### config.mk
export PLATFORM = sky130hd
export DESIGN_NAME = ultrasonic_range_fir_level
export DESIGN_NICKNAME = d
export VERILOG_FILES = /design/src/rtl/urfl_pkg.sv /design/src/rtl/urfl_mac.sv /design/src/rtl/ultrasonic_range_fir_level.sv
export SDC_FILE = /design/constraint.sdc
export NUM_CORES = 2
export LEC_CHECK = 0
export ABC_AREA = 1
export BUFFER_PORTS_ARGS = -buffer_cell sky130_fd_sc_hd__buf_2
export CORE_MARGIN = 3
export CORE_UTILIZATION = 50
export CTS_CLUSTER_DIAMETER = 200
export DETAILED_ROUTE_END_ITERATION = 12
export PLACE_DENSITY = 0.72
export SLEW_MARGIN = 5
export SYNTH_ARGS = -nofsm -noshare
export SYNTH_HDL_FRONTEND = slang
export SYNTH_SLANG_ARGS = --single-unit
### constraint.sdc
create_clock -name clk -period 6.55 [get_ports clk]
set_input_delay 0.9825 -clock clk [delete_from_list [all_inputs] [get_ports clk]]
set_output_delay 0.9825 -clock clk [all_outputs]
set_load 0.02 [all_outputs]
### src/rtl/urfl_pkg.sv
// shared types, widths and helpers for the ultrasonic range fir level block
// no dependencies; imported by urfl_mac and ultrasonic_range_fir_level
package urfl_pkg;

    localparam int WIDTH_W    = 16;   // echo width in us
    localparam int DIST_W     = 14;   // distance and cone height in mm
    localparam int COEF_W     = 16;   // signed q1.15 tap weight
    localparam int ACC_W      = 35;   // holds 8 * 2^15 * 16383 with sign
    localparam int FRAC_DROP  = 11;   // q.15 -> q.4
    localparam int FILT_W     = 22;
    localparam int WATER_W    = 23;
    localparam int CFG_IDX_W  = 2;
    localparam int CFG_DATA_W = 64;
    localparam int MAX_TAPS   = 8;
    localparam int TAP_SEL_W  = 3;
    localparam int IN_DATA_W  = 16;
    localparam int OUT_DATA_W = 64;

    // floor(w*17/100) == (w * 17 * ceil(2^27/100)) >> 27 for every 16-bit w
    localparam int DIV_SHIFT  = 27;
    localparam int DIV_MULT_W = 25;
    localparam int DIV_PROD_W = WIDTH_W + DIV_MULT_W;
    localparam logic [DIV_MULT_W-1:0] DIV_MULT = 25'd22817026;

    typedef enum logic [CFG_IDX_W-1:0] {
        REG_CONE    = 2'd0,
        REG_COEF_LO = 2'd1,
        REG_COEF_HI = 2'd2
    } cfg_reg_t;

    // control from the sequencer to the shared multiply-accumulate unit
    typedef struct packed {
        logic clear;   // zero the accumulator
        logic issue;   // add the product of the presented operands into the accumulator
    } mac_ctrl_t;

    // pick tap n out of the two packed coefficient registers (high word on top)
    function automatic logic signed [COEF_W-1:0] coef_pick(
        input logic [2*CFG_DATA_W-1:0] taps,
        input logic [TAP_SEL_W-1:0]    n
    );
        logic [6:0] base;
        base = {n, 4'b0000};
        return taps[base +: COEF_W];
    endfunction

endpackage

### src/rtl/urfl_mac.sv
// shared multiply-accumulate unit: one coefficient times one sample per cycle
// product is registered, then added into the accumulator; uses urfl_pkg
module urfl_mac (
    input  logic                                  clk,
    input  logic                                  rst_n,
    input  urfl_pkg::mac_ctrl_t                   ctrl,
    input  logic signed [urfl_pkg::COEF_W-1:0]    coef,
    input  logic        [urfl_pkg::DIST_W-1:0]    sample,
    output logic signed [urfl_pkg::ACC_W-1:0]     acc
);
    import urfl_pkg::*;

    localparam int PROD_W = COEF_W + DIST_W + 1;

    logic signed [PROD_W-1:0] prod_reg;
    logic                     prod_vld_reg;
    logic signed [ACC_W-1:0]  acc_reg;
    logic signed [DIST_W:0]   sample_s;

    assign sample_s = signed'({1'b0, sample});

    always_ff @(posedge clk)
    begin
        prod_reg <= PROD_W'(coef * sample_s);
    end

    always_ff @(posedge clk or negedge rst_n)
    begin
        if (!rst_n)
        begin
            prod_vld_reg <= 1'b0;
            acc_reg      <= '0;
        end
        else
        begin
            prod_vld_reg <= ctrl.issue;
            if (ctrl.clear)
                acc_reg <= '0;
            else if (prod_vld_reg)
                acc_reg <= acc_reg + ACC_W'(prod_reg);
        end
    end

    assign acc = acc_reg;

endmodule

### src/rtl/ultrasonic_range_fir_level.sv
// top level of the ultrasonic range fir level block: sequencer, sample ring,
// config registers and output register; uses urfl_pkg and urfl_mac
//
// usage
//   s_* channel: one transfer carries one echo width in us (s_tdata[15:0]).
//   m_* channel: one transfer per input carries the raw distance in mm, the
//   fir-filtered distance and the water height, both signed q.4 mm.
//   cfg_*: plain write port; index 0 cone height, 1 taps 0..3, 2 taps 4..7.
//   write it only while the block is idle.
// sequence
//   after an input transfer the block runs the width-to-mm multiply, then
//   clamp and ring write, then steps the shared multiply-accumulate unit over
//   the taps, then drains its product register and loads the result; only then
//   does it take the next input, as the single shared mac is busy until the
//   result is loaded. s_tready is high only while the sequencer idles.
// reset
//   rst_n clears the ring, write position, config registers and output valid.
// stall
//   a finished result waits in the output register; the next input is still
//   taken and computed, and only its final load waits for m_tready.
module ultrasonic_range_fir_level #(
    parameter int TAPS = 8
) (
    input  logic                                clk,
    input  logic                                rst_n,
    // input stream
    input  logic                                s_tvalid,
    output logic                                s_tready,
    input  logic [urfl_pkg::IN_DATA_W-1:0]      s_tdata,   // [15:0] echo_width_us
    // result stream
    output logic                                m_tvalid,
    input  logic                                m_tready,
    output logic [urfl_pkg::OUT_DATA_W-1:0]     m_tdata,   // [13:0] raw_distance_mm,
                                                           // [35:14] filtered_distance_q4,
                                                           // [58:36] water_height_q4, rest 0
    // configuration writes
    input  logic                                cfg_we,
    input  logic [urfl_pkg::CFG_IDX_W-1:0]      cfg_index,
    input  logic [urfl_pkg::CFG_DATA_W-1:0]     cfg_wdata
);
    import urfl_pkg::*;

    localparam int IDX_W = (TAPS > 1) ? $clog2(TAPS) : 1;
    localparam logic [IDX_W-1:0] LAST_IDX = IDX_W'(TAPS - 1);
    localparam int PAD_W = OUT_DATA_W - DIST_W - FILT_W - WATER_W;

    typedef enum logic [5:0] {
        ST_IDLE  = 6'b000001,
        ST_CONV  = 6'b000010,
        ST_CLAMP = 6'b000100,
        ST_MAC   = 6'b001000,
        ST_DRAIN = 6'b010000,
        ST_FIN   = 6'b100000
    } state_t;

    state_t state_reg, state_next;

    // config registers
    logic [DIST_W-1:0]     cone_reg;
    logic [CFG_DATA_W-1:0] coef_lo_reg;
    logic [CFG_DATA_W-1:0] coef_hi_reg;

    // datapath registers
    logic [WIDTH_W-1:0]    width_reg;
    logic [DIST_W-1:0]     quot_reg;
    logic [DIST_W-1:0]     dist_reg;
    logic [DIST_W-1:0]     hist_reg [TAPS];
    logic [IDX_W-1:0]      wpos_reg;
    logic [IDX_W-1:0]      rd_idx_reg;
    logic [IDX_W-1:0]      tap_reg;
    logic                  out_vld_reg;
    logic [OUT_DATA_W-1:0] out_data_reg;

    logic [DIV_PROD_W-1:0]      div_prod;
    logic [DIST_W-1:0]          dist_clamped;
    logic                       out_load;
    mac_ctrl_t                  mac_ctrl;
    logic signed [COEF_W-1:0]   mac_coef;
    logic [DIST_W-1:0]          mac_sample;
    logic signed [ACC_W-1:0]    mac_acc;
    logic signed [FILT_W-1:0]   filt;
    logic signed [WATER_W-1:0]  water;

    // config write port, unknown indexes are dropped
    always_ff @(posedge clk or negedge rst_n)
    begin
        if (!rst_n)
        begin
            cone_reg    <= '0;
            coef_lo_reg <= '0;
            coef_hi_reg <= '0;
        end
        else if (cfg_we)
        begin
            case (cfg_index)
                REG_CONE:    cone_reg    <= cfg_wdata[DIST_W-1:0];
                REG_COEF_LO: coef_lo_reg <= cfg_wdata;
                REG_COEF_HI: coef_hi_reg <= cfg_wdata;
                default:     ;
            endcase
        end
    end

    // width to mm by reciprocal multiply
    assign div_prod     = DIV_PROD_W'(width_reg) * DIV_PROD_W'(DIV_MULT);
    assign dist_clamped = (quot_reg > cone_reg) ? cone_reg : quot_reg;

    // result formatting: floor shift of the q.15 sum, then cone*16 minus it
    assign filt  = mac_acc[FRAC_DROP +: FILT_W];
    assign water = signed'({{(WATER_W - DIST_W - 4){1'b0}}, cone_reg, 4'b0000})
                 - signed'({filt[FILT_W-1], filt});

    assign out_load = (state_reg == ST_FIN) && (!out_vld_reg || m_tready);

    // sequencer
    always_comb
    begin
        state_next = state_reg;
        case (state_reg)
            ST_IDLE:  if (s_tvalid) state_next = ST_CONV;
            ST_CONV:  state_next = ST_CLAMP;
            ST_CLAMP: state_next = ST_MAC;
            ST_MAC:   if (tap_reg == LAST_IDX) state_next = ST_DRAIN;
            ST_DRAIN: state_next = ST_FIN;
            ST_FIN:   if (out_load) state_next = ST_IDLE;
            default:  state_next = ST_IDLE;
        endcase
    end

    always_ff @(posedge clk or negedge rst_n)
    begin
        if (!rst_n)
            state_reg <= ST_IDLE;
        else
            state_reg <= state_next;
    end

    // mac operands and control
    assign mac_ctrl.clear = (state_reg == ST_CLAMP);
    assign mac_ctrl.issue = (state_reg == ST_MAC);
    assign mac_coef   = coef_pick({coef_hi_reg, coef_lo_reg}, TAP_SEL_W'(tap_reg));
    assign mac_sample = hist_reg[rd_idx_reg];

    // payload registers along the sequence
    always_ff @(posedge clk)
    begin
        if (s_tvalid && s_tready)
            width_reg <= s_tdata[WIDTH_W-1:0];
        if (state_reg == ST_CONV)
            quot_reg <= div_prod[DIV_SHIFT +: DIST_W];
        if (state_reg == ST_CLAMP)
            dist_reg <= dist_clamped;
        if (out_load)
            out_data_reg <= {{PAD_W{1'b0}}, water, filt, dist_reg};
    end

    // sample ring and its pointers
    always_ff @(posedge clk or negedge rst_n)
    begin
        if (!rst_n)
        begin
            for (int i = 0; i < TAPS; i++)
                hist_reg[i] <= '0;
            wpos_reg   <= '0;
            rd_idx_reg <= '0;
            tap_reg    <= '0;
        end
        else
        begin
            case (state_reg)
                ST_CLAMP:
                begin
                    hist_reg[wpos_reg] <= dist_clamped;
                    rd_idx_reg         <= wpos_reg;
                    wpos_reg           <= (wpos_reg == LAST_IDX) ? '0 : wpos_reg + 1'b1;
                    tap_reg            <= '0;
                end
                ST_MAC:
                begin
                    // walk back from the newest sample
                    rd_idx_reg <= (rd_idx_reg == '0) ? LAST_IDX : rd_idx_reg - 1'b1;
                    tap_reg    <= tap_reg + 1'b1;
                end
                default: ;
            endcase
        end
    end

    // output register
    always_ff @(posedge clk or negedge rst_n)
    begin
        if (!rst_n)
            out_vld_reg <= 1'b0;
        else if (out_load)
            out_vld_reg <= 1'b1;
        else if (m_tready)
            out_vld_reg <= 1'b0;
    end

    urfl_mac u_mac (
        .clk    (clk),
        .rst_n  (rst_n),
        .ctrl   (mac_ctrl),
        .coef   (mac_coef),
        .sample (mac_sample),
        .acc    (mac_acc)
    );

    assign s_tready = (state_reg == ST_IDLE);
    assign m_tvalid = out_vld_reg;
    assign m_tdata  = out_data_reg;

endmodule

# After elaboration in Yosys (flattened, before gate mapping)
# Index checks and enable logic that the tools add are counted.
[word_totals] regBits=440 in_bits=87 out_inout_bits=66 word_cells=83
[classes] addsub=5 mul=2 n_lt_le_gt_ge=4 eq_ne=13 n_shift=1 muxes=19 bitwise_logic=2 reduce_logical=14
[op_table] cell="indexed part select 128 x 8 -> 16 bit" n=1
[op_table] cell="bitwise mux 112 bit" n=1
[op_table] cell="2-to-1 mux 35 bit" n=2
[op_table] cell="2-to-1 mux 14 bit" n=4
[op_table] cell="binary-select mux 14 bit (select 3 bit)" n=1
[op_table] cell="demux 14 bit (select 3 bit)" n=1
[op_table] cell="multiplier 16 x 24 -> 40 bit (second input constant)" n=1
[op_table] cell="one-hot mux 6 bit (6 select lines)" n=1
[op_table] cell="adder 35 x 31 -> 35 bit" n=1
[op_table] cell="multiplier 16 x 15 -> 31 bit" n=1
[op_table] cell="subtractor 19 x 22 -> 23 bit" n=1
[op_table] cell="2-to-1 mux 6 bit" n=3
[op_table] cell="greater-than comparator 14 bit" n=1
[op_table] cell="one-hot mux 3 bit (2 select lines)" n=2
[op_table] cell=">= comparator 4 bit (second input constant)" n=2
[op_table] cell="inverter 3 -> 4 bit" n=2
[op_table] cell="adder 3 x 1 -> 3 bit (second input constant)" n=2
[op_table] cell="equality test 3 bit (second input constant)" n=2
[op_table] cell="equality test 6 x 1 -> 1 bit (second input constant)" n=1
[op_table] cell="equality test 6 x 2 -> 1 bit (second input constant)" n=1
[op_table] cell="equality test 6 x 3 -> 1 bit (second input constant)" n=1
[op_table] cell="equality test 6 x 4 -> 1 bit (second input constant)" n=1
[op_table] cell="equality test 6 x 5 -> 1 bit (second input constant)" n=1
[op_table] cell="equality test 6 bit (second input constant)" n=1
[op_table] cell="other kinds (15)" n=25

# Longest topological paths before layout
[logic_depth] depth_word=6 ltp_mapped=32 ltp_nobuf=30

# Modules after synthesis
# A second synthesis with hierarchy kept.
[unflattened] cells_unflattened=4606 hier_area_um2=36408.7
[by_module_without_submodules] module="ultrasonic_range_fir_level" instances=1 cells_each=2741 area_per_inst_um2=22849.4 seq_area_each_um2=9820.7
[by_module_without_submodules] module="urfl_mac" instances=1 cells_each=1865 area_per_inst_um2=13559.3 seq_area_each_um2=1521.5

# Least setup slack after synthesis
# No wires, ideal clock.
[synth_timing] kind="flip-flop to flip-flop" from="register tap_reg[0]" to="register u_mac.prod_reg[30]" setup_ns=0.114 arrival_ns=5.963 required_ns=6.436 setup_slack_ns=0.473 stages_incl_launch_ff=26 path_buffers=2 synth_period_minus_slack_ns=6.077 cell_sequence="dfrtp_1 -> inv_2 -> clkbuf_1 -> nor2_1 -> o32ai_1 -> nand2_1 -> o21ai_2 -> buf_6 -> nand2_1 -> fa_1 -> fa_1 -> inv_1 -> fa_1 -> inv_1 -> fa_1 -> inv_1 -> fa_1 -> fa_1 -> ha_1 -> a21o_1 -> nor2_1 -> and2_0 -> and2_0 -> nand2_1 -> nand2_1 -> nand2_1"
[synth_between] elab_chain_cells=2
[synth_lines] item="start: declaration" line="ultrasonic_range_fir_level.sv:70" text="logic [IDX_W-1:0] tap_reg;"
[synth_lines] item="start signal: assignment" line="ultrasonic_range_fir_level.sv:182" text="tap_reg <= tap_reg + 1'b1;"
[synth_lines] item="indexed part select 128 x 8 -> 16 bit" line="urfl_pkg.sv:44" text="return taps[base +: COEF_W];"
[synth_lines] item="multiplier 16 x 15 -> 31 bit" line="urfl_mac.sv:24" text="prod_reg <= PROD_W'(coef * sample_s);"
[synth_lines] item="end signal: assignment" line="urfl_mac.sv:24"
[synth_lines] item="end: declaration" line="urfl_mac.sv:15" text="logic signed [PROD_W-1:0] prod_reg;"
# Every way passes these cells.
# A chain may end at the register's enable or synchronous reset.

# Final worst setup path
[layout_timing] from="register tap_reg[0]" to="register u_mac.prod_reg[29]"
# The elaborated chain is that of the path after synthesis.

==> out/results.ini <==
[run_status]
status=finished, final reports clean

[synth]
ys_seq_elements=437
synth_cells=4338
yosysWarnings=0
avgSynthCellArea_um2=8.24
synth.distinct_cells=57
ys.flop_type=dfrtp_1
synth_edf_count=102
synth_seq_area_share=0.316
synth_area_mm2=0.0357
async_flop_share=0.696

[worst_setup_path]
cp.arrival_ps=6810
max_stage_delay_ps=560
timing.rr.end=u_mac.prod_reg[29]
start_kind=flop
cp_num_buf_inv=8
path_class=reg -> reg
crit_family=adder cells
crit_slowest_cell=fa_1
r2r_cells=25
critPathMaxFanout=10
r2r-start=tap_reg[0]
reg2reg_slack_ps=250
required_ps=7060
cp-end-kind=flop

[floorplanning]
ioPinCount=153
die_x_um=273
die_y_um=273
core.rowCount=97
design.die.area_mm2=0.0747
start_util=0.508
coreArea_mm2=0.0704

[grt]
grt_max_degree=143
grtUsageTotal=0.276
grt_pass1_wl_mm=162
antenna_found_initial=1
grt_overflow_total=0
grt_pass1_vias=29700

[timing]
relSlewSlack=0.216
setup_violations=0
finalCriticalPeriod_ps=6300
fmax_mhz=159
tns_ps=0
fin_worst_skew_ps=17.7
finalHoldViolations=0
worst_pin_slew_ps=1180
rsz0062_at_grt=yes
whs_ps=377
period_share=0.961
slew_viol_final=0

[placed_design]
dp_hpwl_mm=78.9
gp_congestion=0.992
port_buffers=147

[clocking]
cts_tree=built
clock_path_buffers=3
clock_latency_ps=610
numCtsBuffers=48
cts.sink_count=437
cts_max_level=2
cts_root_buffer=clkbuf_16
clk_pin_slew_ps=70
ctsHoldBuffers=0

[drt]
totalWireLength_mm=103
firstDrtPassIters=7
vias_per_cell=5.44
num_vias=29900
wl_per_cell_um=18.8
drt-initial-drc-count=2701
drt.antenna.violating_nets=0
drc=0

[final_layout]
syn_to_final_growth_pct=11.9
final_cell_mix=nand2_1, inv_1, nor2_1
final_util=0.568
final_common_cell=nand2_1
nets=5176
drive_above_1_share=0.118
largest_reg_flops=112
diodes=0

[job]
max_cap_viol_count=0

[hold_path]
min_path_type=in -> async

-- routing by layer --
layer | vias up | wire length [µm] | global-route usage | part of all wire
met5 | - | 16 | 0 | 0.00016
met4 | 2 | 3940 | 0.0962 | 0.038
met3 | 235 | 8490 | 0.0555 | 0.082
met2 | 1121 | 48000 | 0.456 | 0.47
met1 | 14400 | 42500 | 0.362 | 0.41
li1 | 14100 | - | - | -
-- logic make-up (layout without fill, tap and decap cells) --
kind of cell | after synthesis | after routing | share of synthesized area
other cells | 1 | 5 | 0.000105
fa+ha+maj | 580 | 580 | 0.265
flops | 437 | 437 | 0.316
xor+xnor | 44 | 44 | 0.0108
buf+inv | 853 | 1060 | 0.0948
compound gates | 557 | 557 | 0.0897
mux | 15 | 15 | 0.00420
simple gates | 1851 | 1851 | 0.220
-- Yosys cell counts, drive strengths merged, types with 2 or more instances --
library cell,count,area share
a21boi,2,0.00042
a21o,11,0.0023
a21oi,117,0.016
a22o,3,0.00074
and2,24,0.0042
and3,4,0.00070
buf,70,0.013
clkbuf,46,0.0048
dfrtp,303,0.21
dfxtp,31,0.017
edfxtp,102,0.086
fa,295,0.17
ha,285,0.10
inv,737,0.077
mux2i,15,0.0042
nand2,1087,0.12
nand2b,2,0.00035
nand3,254,0.040
nand3b,6,0.0013
nand4,30,0.0053
nor2,398,0.045
nor3,34,0.0058
nor3b,3,0.00077
nor4,5,0.00088
o21a,2,0.00042
o21ai,329,0.051
o21bai,20,0.0042
o221ai,3,0.00074
o22ai,49,0.0086
o32ai,17,0.0044
or2,4,0.00070
xnor2,14,0.0034
xor2,30,0.0074
-- stage by stage --
step / cell area (µm²) / instances / worst slack [ps]
2_1_floorplan: 35800 / 4342 / 473
4_1_cts: 39400 / 5467 / 38.6
3_5_place_dp: 37700 / 5377 / 119
6_report: 40000 / 5489 / 254
3_3_place_gp: 37700 / 5377 / 168
5_1_grt: 40000 / 5489 / -53.6
-- how the worst max path moves through the flow --
stage | startpoint | endpoint | slack [ps] | depth (start not counted)
global placement | rd_idx_reg[0] | u_mac.prod_reg[26] | 170 | 25
floorplan | tap_reg[0] | u_mac.prod_reg[30] | 470 | 25
detailed placement | tap_reg[0] | u_mac.prod_reg[29] | 120 | 28
global route | tap_reg[0] | u_mac.prod_reg[25] | -50 | 26
CTS | tap_reg[0] | u_mac.prod_reg[29] | 40 | 28
finish | tap_reg[0] | u_mac.prod_reg[29] | 250 | 25
-- worst register-to-register path, cell delays in order, from the launching register on --
cell and delay, ps:
dfrtp_2 550, buf_12 210, mux2i_2 330, o22ai_1 110, inv_1 110, o21ai_4 110, inv_2 180, nor2_1 80
fa_1 540, inv_1 50, fa_1 470, inv_1 50, fa_1 510, fa_1 530, fa_1 560, inv_1 60
fa_1 530, inv_1 40, ha_2 380, nand2_1 90, o21ai_1 190, inv_1 110, o21bai_1 170, nand2_1 100
nand4_1 100, nand2_1 50
-- area by class of cell --
type                       count  area (µm²)
clock buffer                  59        1290
clock inverter                31         380
fill                        6292       30400
inverter                     737        2800
multi-input combinational   3052       21400
sequential                   437       11300
tap                          940        1180
timing repair buffer         233        1630
-- what timing repair did --
item	in CTS	in global routing
endpoints found under the setup margin	0	20
buffers inserted	0	18
gates resized for setup	0	99
Power is not shown: default switching activity piles up to over one toggle a cycle in this logic, so the estimate is an artifact.
